$ cat config.mk
export PLATFORM = sky130hd
export DESIGN_NAME = first_fit_arena_slot_allocator_core
export DESIGN_NICKNAME = d
export VERILOG_FILES = /design/src/sv/ffa_pkg.sv /design/src/sv/first_fit_arena_slot_allocator_core.sv /design/src/sv/ffa_slot_ram.sv /design/src/sv/ffa_fit_cmp.sv
export SDC_FILE = /design/constraint.sdc
export NUM_CORES = 2
export LEC_CHECK = 0
export ABC_AREA = 1
export ABC_CLOCK_PERIOD_IN_PS = 9700
export BUFFER_PORTS_ARGS = -buffer_cell sky130_fd_sc_hd__buf_2
export CAP_MARGIN = 10
export CORE_MARGIN = 2
export CORE_UTILIZATION = 50
export DETAILED_ROUTE_END_ITERATION = 16
export GPL_TIMING_DRIVEN = 0
export PLACE_DENSITY = 0.66
export SYNTH_ARGS = -nofsm -noshare
export SYNTH_HDL_FRONTEND = slang
export SYNTH_SLANG_ARGS = --single-unit
$ cat constraint.sdc
create_clock -name clk -period 9.7 [get_ports clk]
set_clock_uncertainty 0.2 [all_clocks]
set_input_delay 1.94 -clock clk [delete_from_list [all_inputs] [get_ports clk]]
set_output_delay 1.94 -clock clk [all_outputs]
set_load 0.05 [all_outputs]
$ cat src/sv/ffa_pkg.sv
// shared types and constants for the first-fit arena slot allocator
// no dependencies; imported by every module of the block
package ffa_pkg;

	localparam int MAX_SLOTS   = 16;
	localparam int ALIGN_BYTES = 64;   // power of two
	localparam int IDX_W       = (MAX_SLOTS > 1) ? $clog2(MAX_SLOTS) : 1;
	localparam int CNT_W       = $clog2(MAX_SLOTS + 1);

	localparam logic [32:0] ALIGN_LOW  = 33'(ALIGN_BYTES - 1);
	localparam logic [16:0] NEVER_FREE = 17'h1FFFF;

	localparam logic [1:0] STAT_PLACED   = 2'd0;
	localparam logic [1:0] STAT_SKIPPED  = 2'd1;
	localparam logic [1:0] STAT_FULL     = 2'd2;
	localparam logic [1:0] STAT_OVERFLOW = 2'd3;

	typedef struct packed {
		logic [16:0] free_from;
		logic [31:0] length;
		logic [31:0] base;
	} slot_t;

	typedef struct packed {
		logic             en;
		logic [IDX_W-1:0] addr;
		slot_t            data;
	} slot_wr_t;

endpackage

$ cat src/sv/first_fit_arena_slot_allocator_core.sv
// top level of the first-fit arena slot allocator: sequencer, output register
// depends on ffa_pkg, ffa_slot_ram and ffa_fit_cmp
//
// One request word in, one result word out. A request is taken when the
// sequencer is idle; its size is rounded up to the alignment, then the slot
// table is scanned one slot per cycle through the single read port of the
// slot memory and the shared fit compare, stopping at the first fit. A
// finish step then appends a slot or reuses the fitting one if the request
// can be placed, and loads the result register once the output is free.
// The scan is skipped for an empty table, a zero size or a rounding overflow.
// The result register holds until taken while the next request is accepted.
module first_fit_arena_slot_allocator_core (
	input  logic        clk,
	input  logic        arst_n,
	input  logic        s_axis_tvalid,
	output logic        s_axis_tready,
	input  logic [71:0] s_axis_tdata,  // def_index, last_use_index, keep_to_end, request_bytes
	output logic        m_axis_tvalid,
	input  logic        m_axis_tready,
	output logic [71:0] m_axis_tdata,  // buffer_offset, reused_slot, arena_total
	output logic [1:0]  m_axis_tuser   // status
);
	import ffa_pkg::*;

	localparam logic [1:0] ST_IDLE = 2'd0;
	localparam logic [1:0] ST_SCAN = 2'd1;
	localparam logic [1:0] ST_FIN  = 2'd2;

	logic [1:0]       state_q;
	logic [CNT_W-1:0] slots_used_q;
	logic [31:0]      arena_top_q;
	logic [IDX_W-1:0] idx_q;
	logic [15:0]      def_q;
	logic [15:0]      last_q;
	logic             keep_q;
	logic [31:0]      need_q;
	logic [1:0]       pre_stat_q;
	logic             found_q;
	logic [31:0]      base_q;
	logic [31:0]      len_q;

	logic             out_valid_q;
	logic [31:0]      out_offset_q;
	logic             out_reused_q;
	logic [31:0]      out_total_q;
	logic [1:0]       out_status_q;

	logic [15:0]      in_def;
	logic [15:0]      in_last;
	logic             in_keep;
	logic [31:0]      in_bytes;
	logic [32:0]      in_need;
	logic             accept;
	logic             fin_go;
	logic [IDX_W-1:0] rd_addr;
	slot_t            rd_slot;
	slot_wr_t         wr;
	logic             fit;
	logic             scan_last;
	logic [32:0]      top_sum;
	logic [16:0]      free_val;

	assign in_def   = s_axis_tdata[15:0];
	assign in_last  = s_axis_tdata[31:16];
	assign in_keep  = s_axis_tdata[32];
	assign in_bytes = s_axis_tdata[64:33];
	assign in_need  = ({1'b0, in_bytes} + ALIGN_LOW) & ~ALIGN_LOW;

	assign s_axis_tready = (state_q == ST_IDLE);
	assign accept        = s_axis_tvalid && s_axis_tready;
	assign fin_go        = (state_q == ST_FIN) && (!out_valid_q || m_axis_tready);
	assign scan_last     = ({1'b0, idx_q} + 1'b1) == (IDX_W + 1)'(slots_used_q);
	assign top_sum       = {1'b0, arena_top_q} + {1'b0, need_q};
	assign free_val      = keep_q ? NEVER_FREE : ({1'b0, last_q} + 17'd1);

	always_comb begin
		rd_addr = '0;
		if (state_q == ST_SCAN) begin
			rd_addr = idx_q + 1'b1;
		end
	end

	ffa_slot_ram u_ram (
		.clk     (clk),
		.wr      (wr),
		.rd_addr (rd_addr),
		.rd_data (rd_slot)
	);

	ffa_fit_cmp u_fit (
		.slot      (rd_slot),
		.def_index (def_q),
		.need      (need_q),
		.fit       (fit)
	);

	always_comb begin
		wr = '0;
		if (fin_go && pre_stat_q == STAT_PLACED) begin
			if (found_q) begin
				wr.en   = 1'b1;
				wr.addr = idx_q;
				wr.data = '{free_from: free_val, length: len_q, base: base_q};
			end else if (slots_used_q != CNT_W'(MAX_SLOTS) && !top_sum[32]) begin
				wr.en   = 1'b1;
				wr.addr = slots_used_q[IDX_W-1:0];
				wr.data = '{free_from: free_val, length: need_q, base: arena_top_q};
			end
		end
	end

	always_ff @(posedge clk or negedge arst_n) begin
		if (!arst_n) begin
			state_q      <= ST_IDLE;
			slots_used_q <= '0;
			arena_top_q  <= '0;
			out_valid_q  <= 1'b0;
		end else begin
			if (fin_go) begin
				out_valid_q <= 1'b1;
			end else if (m_axis_tready) begin
				out_valid_q <= 1'b0;
			end
			unique case (state_q)
				ST_IDLE: begin
					if (accept) begin
						if (in_bytes == '0 || in_need[32] || slots_used_q == '0) begin
							state_q <= ST_FIN;
						end else begin
							state_q <= ST_SCAN;
						end
					end
				end
				ST_SCAN: begin
					if (fit || scan_last) begin
						state_q <= ST_FIN;
					end
				end
				ST_FIN: begin
					if (fin_go) begin
						state_q <= ST_IDLE;
						if (wr.en && !found_q) begin
							slots_used_q <= slots_used_q + 1'b1;
							arena_top_q  <= top_sum[31:0];
						end
					end
				end
				default: begin
					state_q <= ST_IDLE;
				end
			endcase
		end
	end

	always_ff @(posedge clk) begin
		if (accept) begin
			def_q   <= in_def;
			last_q  <= in_last;
			keep_q  <= in_keep;
			need_q  <= in_need[31:0];
			idx_q   <= '0;
			found_q <= 1'b0;
			priority if (in_bytes == '0) begin
				pre_stat_q <= STAT_SKIPPED;
			end else if (in_need[32]) begin
				pre_stat_q <= STAT_OVERFLOW;
			end else begin
				pre_stat_q <= STAT_PLACED;
			end
		end
		if (state_q == ST_SCAN) begin
			if (fit) begin
				found_q <= 1'b1;
				base_q  <= rd_slot.base;
				len_q   <= rd_slot.length;
			end else if (!scan_last) begin
				idx_q <= idx_q + 1'b1;
			end
		end
		if (fin_go) begin
			priority if (pre_stat_q != STAT_PLACED) begin
				out_status_q <= pre_stat_q;
				out_offset_q <= '0;
				out_reused_q <= 1'b0;
				out_total_q  <= arena_top_q;
			end else if (found_q) begin
				out_status_q <= STAT_PLACED;
				out_offset_q <= base_q;
				out_reused_q <= 1'b1;
				out_total_q  <= arena_top_q;
			end else if (slots_used_q == CNT_W'(MAX_SLOTS)) begin
				out_status_q <= STAT_FULL;
				out_offset_q <= '0;
				out_reused_q <= 1'b0;
				out_total_q  <= arena_top_q;
			end else if (top_sum[32]) begin
				out_status_q <= STAT_OVERFLOW;
				out_offset_q <= '0;
				out_reused_q <= 1'b0;
				out_total_q  <= arena_top_q;
			end else begin
				out_status_q <= STAT_PLACED;
				out_offset_q <= arena_top_q;
				out_reused_q <= 1'b0;
				out_total_q  <= top_sum[31:0];
			end
		end
	end

	assign m_axis_tvalid = out_valid_q;
	assign m_axis_tdata  = {7'd0, out_total_q, out_reused_q, out_offset_q};
	assign m_axis_tuser  = out_status_q;

	a_used_bound: assert property (@(posedge clk) disable iff (!arst_n)
		slots_used_q <= CNT_W'(MAX_SLOTS))
		else $error("slot count beyond table size");

	a_top_grows: assert property (@(posedge clk) disable iff (!arst_n)
		1'b1 |=> arena_top_q >= $past(arena_top_q))
		else $error("arena top went down");

	a_err_clean: assert property (@(posedge clk) disable iff (!arst_n)
		m_axis_tvalid && m_axis_tuser != STAT_PLACED |->
		m_axis_tdata[31:0] == '0 && !m_axis_tdata[32])
		else $error("offset or reuse set on a non-placed result");

	a_wr_fin: assert property (@(posedge clk) disable iff (!arst_n)
		wr.en |-> state_q == ST_FIN && pre_stat_q == STAT_PLACED)
		else $error("slot write outside the finish step");

endmodule

$ cat src/sv/ffa_slot_ram.sv
// slot table storage: one write port, one read port with registered data
// depends on ffa_pkg
module ffa_slot_ram (
	input  logic                    clk,
	input  ffa_pkg::slot_wr_t       wr,
	input  logic [ffa_pkg::IDX_W-1:0] rd_addr,
	output ffa_pkg::slot_t          rd_data
);
	import ffa_pkg::*;

	slot_t mem_q [MAX_SLOTS];

	always_ff @(posedge clk) begin
		if (wr.en) begin
			mem_q[wr.addr] <= wr.data;
		end
		rd_data <= mem_q[rd_addr];
	end

endmodule

$ cat src/sv/ffa_fit_cmp.sv
// shared fit check: slot free at the defining node and large enough
// depends on ffa_pkg
module ffa_fit_cmp (
	input  ffa_pkg::slot_t slot,
	input  logic [15:0]    def_index,
	input  logic [31:0]    need,
	output logic           fit
);
	import ffa_pkg::*;

	assign fit = (slot.free_from <= {1'b0, def_index}) && (slot.length >= need);

endmodule

==> results.cfg <==
[die]
initial_core_util_pct = 50.3
fp.dieW_um = 365
fp-row-count = 132
die-area_um2 = 133000
pin_count = 152
fp.coreArea_um2 = 129000
die_height_um = 365

[yosys]
synthCells = 4701
synth_ff_type = edfxtp_1
synth_seq_cells = 1602
synthDistinctLibCells = 52
synth_edf_count = 1482
yosys_warnings = 0
yosysSeqAreaShare_pct = 72.3
syn_avg_cell_area_um2 = 13.8
synthArstFlopShare_pct = 2.12
synth_area_um2 = 65100

[setup_path]
reg2reg_slack_ns = 5.14
r2r-start = need_q[6]
crit_path_start_kind = primary input
r2r.worst_path.cells = 17
cp_max_fo = 20
crit_type = primary input to register
required_ns = 9.97
cp-end-kind = register
r2r-end = u_ram.mem_q[11][1]
arrival_ns = 5.16

[routing]
vias_per_cell = 6.19
drc_errors = 0
firstDrtPassIters = 6
postRouteWirelength_um = 202000
drtIter0Drc = 6266
wire_per_inst_um = 28.9
via_count = 43300
ant_nets = 0

[hold_path]
hold_class = register to register
holdCritStartpoint = u_ram.rd_data[14]
min_path_cells = 0
worstHoldEndpoint = base_q[14]

[power]
p_leak_nw = 25.8
irDropWorstVdd_mv = 0.241
power_density_nw_per_um2 = 305

[cts]
clkTransAtPathRegs_ns = 0.06
cts_inserted_buffers = 163
cts_resized = 0
clock_sinks = 1602
cts_buffer_depth = 3
htreeDepth = 4
cts_root_buffer = clkbuf_16
cts_tree = built
postCtsSetupBuffers = 0
cts_hold_buf = 0
clock_latency_ns = 0.80

[placement]
dp_hpwl_um = 138000
post-place-ws_ns = 4.10
gp_congestion = 0.911
numPortBuffers = 131

[layout]
area_growth_pct = 15.5
layout_commonest_cell = edfxtp_1
nFillCells = 9987
mostFrequentLayoutCells = edfxtp_1 (1,482), o21ai_0 (441), nand2_1 (374), nor3_1 (348)
drive_above_1_share_pct = 12.7
utilization_pct = 58.1
finish.net_count = 5258

[global_routing]
grt_pass1_wl_um = 284000
gr-total-overflow = 0
use_met2_pct = 45.8
grt_max_degree = 61
use_met3_pct = 7.32
top_usage_layer = met2
grt_pass1_vias = 41000
grtUsageMet1_pct = 40.5
grt_use_total_pct = 30.0
antenna_found_initial = 12

[status]
status = finished clean

[timing]
min_period_ns = 4.89
slew_violations = 0
finalHoldViolCount = 0
max_freq_mhz = 204
fin_crit_sh_pct = 50.4
timing.final.ws_setup_ns = 4.81
max-slew-margin-rel_pct = 12.3
grt_setup_unrepaired = false
setup_viol = 0
worst_pin_slew_ns = 1.31

[run]
max_cap_violations = 0
## critical path, cell delays in order
cell     delay, ns
buf_2         0.10
nor2_1        0.18
nor2_2        0.10
inv_2         0.31
nor2_1        0.11
inv_2         0.39
nor2_1        0.08
inv_1         0.06
nand2_1       0.14
inv_1         0.13
nand2_2       0.16
nor2_4        0.68
buf_12        0.27
buf_12        0.21
buf_12        0.21
## layer usage
metal,up-vias,wire [µm]
met4,4,9820
met5,-,28
met1,21300,76600
met3,448,24600
li1,18700,-
met2,2861,90900
## cells by family (layout without fill, tap and decap cells)
logic type | after synthesis | count (layout) | synth area share, %
XOR/XNOR | 56 | 56 | 0.754
AO/OA/AOI/OAI | 973 | 973 | 9.66
AND/OR/NAND/NOR | 1139 | 1139 | 7.97
multiplexers | 267 | 267 | 4.11
adder cells (fa/ha/maj) | 73 | 73 | 1.41
buffers and inverters | 590 | 1125 | 3.76
other | 1 | 17 | 0.00576
flip-flops | 1602 | 1602 | 72.3
## state kept, by name, summed over array words and instances, names as in the netlist, 5 cells and up
register	flops
arena_top_q	26
base_q	32
slots_used_q	5
need_q	26
u_ram.rd_data	81
u_ram.mem_q	1296
len_q	32
out_offset_q	32
out_total_q	26
def_q	16
last_q	16
## cell type report
class	count	area, µm²	area share, %
Antenna cell	4	10.0	0.0133
Buffer	317	1430	1.90
Clock buffer	228	4620	6.15
Clock inverter	76	701	0.932
Inverter	273	1020	1.36
Multi-Input combinational cell	2521	15800	21.0
Sequential cell	1602	47100	62.6
Tap cell	1742	2180	2.90
Timing Repair Buffer	231	2370	3.16
## metrics by stage
stage | setup TNS (ns) | instances | area, µm² | power [W] | hold slack, ns
floorplan | 0 | 4713 | 65100 | 0.0133 | 0.186
global placement | -2507.25 | 6586 | 68000 | 0.0164 | 0.186
detailed placement | 0 | 6679 | 69800 | 0.0165 | 0.190
CTS | 0 | 6983 | 75100 | 0.0227 | 0.204
global route | 0 | 6991 | 75200 | 0.0237 | 0.207
finish | 0 | 6994 | 75200 | 0.0229 | 0.204
## where the power goes
part / leakage [nW] / internal [W] / switching, W
logic: 8.07 / 0.00221 / 0.00601
registers: 15.2 / 0.00820 / 0.000248
clock network: 2.59 / 0.00359 / 0.00267
## Yosys cell counts, types with 20 or more instances
master	n	area [µm²]
buf_2	76	380
clkbuf_1	194	728
o21ai_0	465	2330
nor3_1	348	1740
dfrtp_1	34	851
mux2i_1	267	2670
xnor2_1	20	175
o22ai_1	74	463
edfxtp_1	1482	44500
xor2_1	36	315
o211ai_1	59	443
a21oi_1	55	275
buf_4	24	180
o221ai_1	267	2340
dfxtp_1	86	1720
nand3_1	169	846
nand2_1	374	1400
nor2_1	169	634
inv_1	260	976
nand4_1	27	169
ha_1	72	901
## how the worst max path moves through the flow
stage / from / to / slack, ns
after floorplan: m_axis_tready / u_ram.mem_q[8][0] / 2.67
after global placement: m_axis_tready / u_ram.mem_q[1][10] / -2.45
after detailed placement: m_axis_tready / u_ram.mem_q[11][1] / 4.10
after CTS: m_axis_tready / u_ram.mem_q[11][1] / 4.94
after global routing: m_axis_tready / u_ram.mem_q[11][1] / 4.74
final: m_axis_tready / u_ram.mem_q[11][1] / 4.81
Power figures use the tool's default switching activity.
